===== src/hw/rtl/rud_pkg.sv =====
// Shared types, widths and register codes for the radial undistortion point map.
package rud_pkg;

   // Field widths
   localparam int PixW     = 12;  // integer pixel index
   localparam int PixFracW = 8;   // fraction bits of a Q12.8 coordinate
   localparam int CoordW   = 20;  // Q12.8 coordinate, focal length, center
   localparam int CoefW    = 24;  // Q4.20 radial coefficient
   localparam int FracW    = 20;  // fraction bits of Q.20 values
   localparam int NormW    = 24;  // saturated normalized coordinate, Q3.20
   localparam int DivSteps = NormW;  // quotient bits resolved by the divider
   localparam int PowW     = 30;  // saturated r4 and r6
   localparam int ScaledLimLog2 = 40;  // scaled point saturates at +/- 2^40

   // Image defaults
   localparam int ImgWidthDefault  = 640;
   localparam int ImgHeightDefault = 480;

   // Configuration port
   localparam int CsrAddrW = 5;
   localparam int CsrIdxW  = 3;
   localparam int CsrDataW = 32;

   localparam logic [CsrIdxW-1:0] RegFocalX  = 3'd0;
   localparam logic [CsrIdxW-1:0] RegFocalY  = 3'd1;
   localparam logic [CsrIdxW-1:0] RegCenterX = 3'd2;
   localparam logic [CsrIdxW-1:0] RegCenterY = 3'd3;
   localparam logic [CsrIdxW-1:0] RegRadialK1 = 3'd4;
   localparam logic [CsrIdxW-1:0] RegRadialK2 = 3'd5;
   localparam logic [CsrIdxW-1:0] RegRadialK3 = 3'd6;

   // Register reset values
   localparam logic [CoordW-1:0] FocalReset   = 20'd131072;
   localparam logic [CoordW-1:0] CenterXReset = 20'd81920;
   localparam logic [CoordW-1:0] CenterYReset = 20'd61440;

   // Request and response payloads
   typedef struct packed {
      logic [PixW-1:0] pixel_col;
      logic [PixW-1:0] pixel_row;
   } rud_req_type;

   typedef struct packed {
      logic [CoordW-1:0] source_col;
      logic [CoordW-1:0] source_row;
   } rud_rsp_type;

endpackage


===== src/hw/rtl/rud_norm_div.sv =====
// Pipelined restoring divider that normalizes one center offset by a focal length.
module rud_norm_div import rud_pkg::*; (
   input  logic                     clock,
   input  logic [CoordW-1:0]        dist_mag,
   input  logic                     dist_neg,
   input  logic [CoordW-1:0]        focal,
   output logic signed [NormW-1:0]  norm
);

   // Dividend is dist_mag << FracW; its top bits seed the remainder.
   localparam int LowBits = DivSteps - FracW;

   localparam logic [NormW-1:0] NormPosMax = {1'b0, {(NormW-1){1'b1}}};
   localparam logic [NormW-1:0] NormNegMin = {1'b1, {(NormW-1){1'b0}}};

   typedef struct packed {
      logic [CoordW-1:0]   rem;
      logic [DivSteps-1:0] quo;
      logic [DivSteps-1:0] dvd;
      logic                neg;
      logic                ovf;
   } div_stage_type;

   div_stage_type stage_ff [DivSteps+1];
   div_stage_type step_in  [DivSteps];
   div_stage_type entry_in;
   logic [NormW-1:0] norm_in;
   logic [NormW-1:0] norm_ff;

   // One quotient bit: shift in the next dividend bit, subtract if it fits
   function automatic div_stage_type div_step(input div_stage_type cur,
                                              input logic [CoordW-1:0] dvs);
      logic [CoordW:0] partial;
      logic [CoordW:0] diff;
      logic            fits;
      div_stage_type   nxt;
      begin
         partial = {cur.rem, cur.dvd[DivSteps-1]};
         diff    = partial - {1'b0, dvs};
         fits    = (partial >= {1'b0, dvs});
         nxt     = cur;
         nxt.rem = fits ? diff[CoordW-1:0] : partial[CoordW-1:0];
         nxt.quo = {cur.quo[DivSteps-2:0], fits};
         nxt.dvd = {cur.dvd[DivSteps-2:0], 1'b0};
         return nxt;
      end
   endfunction

   // Seed the remainder and flag quotients too large for the result
   always_comb begin
      entry_in.rem = dist_mag >> LowBits;
      entry_in.quo = '0;
      entry_in.dvd = {dist_mag[LowBits-1:0], FracW'(0)};
      entry_in.neg = dist_neg;
      entry_in.ovf = ({LowBits'(0), dist_mag} >= {focal, LowBits'(0)});
   end

   // Resolve one bit per stage
   always_comb begin
      for (int j = 0; j < DivSteps; j++) begin
         step_in[j] = div_step(stage_ff[j], focal);
      end
   end

   // Apply sign and saturate to the Q3.20 range
   always_comb begin
      if (stage_ff[DivSteps].neg) begin
         if (stage_ff[DivSteps].ovf || (stage_ff[DivSteps].quo > NormNegMin)) begin
            norm_in = NormNegMin;
         end else begin
            norm_in = -stage_ff[DivSteps].quo;
         end
      end else begin
         if (stage_ff[DivSteps].ovf || (stage_ff[DivSteps].quo > NormPosMax)) begin
            norm_in = NormPosMax;
         end else begin
            norm_in = stage_ff[DivSteps].quo;
         end
      end
   end

   // Advance the divider pipeline
   always_ff @(posedge clock) begin
      stage_ff[0] <= entry_in;
      for (int j = 0; j < DivSteps; j++) begin
         stage_ff[j+1] <= step_in[j];
      end
      norm_ff <= norm_in;
   end

   assign norm = $signed(norm_ff);

endmodule


===== config.mk =====
export PLATFORM = sky130hd
export DESIGN_NAME = rud_norm_div
export DESIGN_NICKNAME = d
export VERILOG_FILES = /design/src/hw/rtl/rud_pkg.sv /design/src/hw/rtl/rud_norm_div.sv
export SDC_FILE = /design/constraint.sdc
export NUM_CORES = 2
export LEC_CHECK = 0
export BUFFER_PORTS_ARGS = -buffer_cell sky130_fd_sc_hd__buf_2
export CAP_MARGIN = 20
export CORE_ASPECT_RATIO = 1.75
export CORE_MARGIN = 1.5
export CORE_UTILIZATION = 50
export DETAILED_ROUTE_END_ITERATION = 8
export PLACE_DENSITY_LB_ADDON = 0.3
export SETUP_SLACK_MARGIN = 0.05
export SLEW_MARGIN = 20
export SYNTH_ARGS = -nofsm -noshare
export SYNTH_HDL_FRONTEND = slang
export SYNTH_SLANG_ARGS = --single-unit

===== constraint.sdc =====
create_clock -name clock -period 6.2 [get_ports clock]
set_clock_uncertainty 0.1 [all_clocks]
set_input_delay 0.31 -clock clock [delete_from_list [all_inputs] [get_ports clock]]
set_output_delay 0.31 -clock clock [all_outputs]
set_load 0.05 [all_outputs]

==> out/results.ini <==
[floorplan]
dieArea_sq_um = 92200
initial_core_util_pct = 50.5
die_h_um = 401
fp.dieW_um = 230
core_sq_um = 89400
fp-row-count = 145
ios = 66

[worst_setup_path]
path_cells = dlygate4sd3_1 > buf_2 > clkinv_1 > buf_4 > ha_1 > nand3_1 > nor4_1 > a31oi_1 > nand2_1 > o311ai_0 > o21ai_0
worstSetupStartpointType = input port
crit_fanout = 33
critical_path.top_delay_family = buffers and inverters
endpoint_kind = flop
worstPathRequired_ns = 6.72
arrival_ns = 4.45
max_stage_delay_ns = 0.78
cp_slowest_cell = nand2_1
criticalPathCategory = input port to flop
cp_num_buf_inv = 4

[yosys]
synth_cells = 4801
syn_avg_cell_area_sq_um = 9.41
synth_top_area_share_pct = 38.1
synth_edf_count = 0
ys_ff_latch = 860
synthesis.area_sq_um = 45200
yosysSeqAreaShare_pct = 38.1
yosys_warnings = 0
synth.distinct_cells = 98
synth_area_leaders = dfxtp_1 (38%), ha_1 (14%), a21oi_1 (4.5%), xnor2_1 (4.2%), mux2_2 (3.9%)
synth_top_cell_by_area = dfxtp_1
ys.flop_type = dfxtp_1
synthArstFlopShare_pct = 0
synth_nets = 5359

[routing]
drcViolationCount = 0
drt_pass1_iterations = 6
routedWlPerCell_um = 21.2
drt_iter0_markers = 1832
vias = 36353
ant_nets = 0
wl_mm = 131
vias_per_cell = 5.89

[clocking]
numCtsBuffers = 82
clk_latency_ns = 0.71
root_buffer = clkbuf_16
cts.sinks = 860
cts_tree = done
cts-resized-gates = 0
clk_pin_slew_worst_paths_ns = 0.07
h-tree-depth = 3
clockBufferDepth = 3

[final_layout]
fin_cells = 6167
drive_above_1_share_pct = 10.2
syn_to_final_growth_pct = 11.2
layout_common_cells = dfxtp_1 (860), ha_1 (493), a21oi_1 (405)
mostFrequentLayoutCell = dfxtp_1
nNetsFinal = 5482
finalInstanceArea_sq_um = 50200

[pwr]
internal-power_w = 0.0183
clock_power_share_pct = 17.6
seq_power_share_pct = 31.3
pwr-share-comb_pct = 51.1
p_per_area_nw_per_um2 = 624
p_switching_w = 0.0131
ir_worst_vdd_v = 0.000334
p_leak_nw = 22.0
swShare_pct = 41.7

[timing]
fin_crit_ns = 3.93
period_share_pct = 63.4
setup_viol = 0
hold_viol = 0
setup_ws_ns = 2.27
max_freq_ghz = 0.255
worst_pin_slew_ns = 1.04
max_slew_margin_pct = 30.8
final-max-slew-violation-count = 0
tns_ns = 0
grt_setup_unrepaired = no

[global_route]
grt_overflow = 0
track_usage_pct = 28.0
antenna_found_initial = 0
grt_pass1_vias = 36671
grt_pass1_wl_mm = 199
grt_max_degree = 36

[placement]
place_ws_ns = 1.66
placed_cell_area_sq_um = 46900
gp_congestion = 0.969
dp_cells = 5991
io_buffers = 65
dpl.hpwl_mm = 96.9

[hold_path]
hold_class = input port to flop

[job]
maxCapViolations = 0

[run_status]
status = finished, final reports clean

## cells in the mapped netlist (59+ instances only)
master,instances
nand3_1,87
nor2_1,336
inv_1,150
nor3_1,71
a21o_1,176
a21oi_1,406
nor2b_1,81
o21a_1,64
nand2_1,335
xnor2_1,214
mux2_2,155
o21ai_0,337
nand2b_1,75
dfxtp_1,860
ha_1,493
nand4_1,59
xor2_1,147
## registers in the layout (all words and copies together), names as in the netlist
| name | cells |
|---|---|
| norm | 24 |
| stage_ff | 836 |
## power by group through the flow
stage	Combinational, W	Clock [W]	Sequential (W)
floorplan	0.0123	0	0.00910
global placement	0.0154	0	0.00986
detailed placement	0.0157	0	0.00988
CTS	0.0158	0.00562	0.00977
global route	0.0177	0.00584	0.00994
finish	0.0160	0.00551	0.00980
## final cells by class
class / instances / area [sq um]
clock inverter: 50 / 820
fill: 7893 / 39200
antenna: 1 / 2.50
tap: 1176 / 1470
inverter: 152 / 571
timing repair buffer: 141 / 1000
multi-input combinational: 3687 / 26900
clock buffer: 100 / 2200
sequential: 860 / 17200
## metrics by stage
step | hold WS, ns | power, W | utilization, %
2_1_floorplan | 0.210 | 0.0214 | -
3_3_place_gp | 0.210 | 0.0253 | 52.5
3_5_place_dp | 0.212 | 0.0256 | 52.5
4_1_cts | 0.115 | 0.0312 | 56.1
5_1_grt | 0.153 | 0.0335 | 56.2
6_report | 0.155 | 0.0313 | 56.2
## routing by layer
metal / routed length [um] / global-route usage [%]
met2: 68200 / 52.3
met4: 13800 / 26.4
met1: 43300 / 25.3
met3: 5550 / 4.32
met5: 0 / 0
## what timing repair did
action | CTS | global route
setup buffers | 0 | 0
hold buffers | 24 | 0
endpoints found under the hold margin | 29 | 0
endpoints found under the setup margin | 0 | 0
## final timing paths
check | startpoint | to | cells after the start | slack (ns)
setup / recovery | focal[17] | stage_ff[1][68] | 11 | 2.27
hold / removal | dist_mag[2] | stage_ff[0][23] | 2 | 0.15
setup reg to reg | stage_ff[1][188] | stage_ff[1][274] | 9 | 2.39
hold reg to reg | stage_ff[1][232] | stage_ff[1][302] | 0 | 0.19
## kinds of logic (layout without fill, tap and decap cells)
kind of cell    Yosys count  in the layout  share of synthesized area [%]
compound gates         1380           1380                           19.4
simple gates           1217           1217                           13.0
flops                   860            860                           38.1
fa+ha+maj               516            516                           14.7
xor+xnor                361            361                           7.00
buf+inv                 254            443                           2.34
mux                     213            213                           5.43
other cells               0              1                              0
Note: power is estimated with default switching activity, not from simulation.
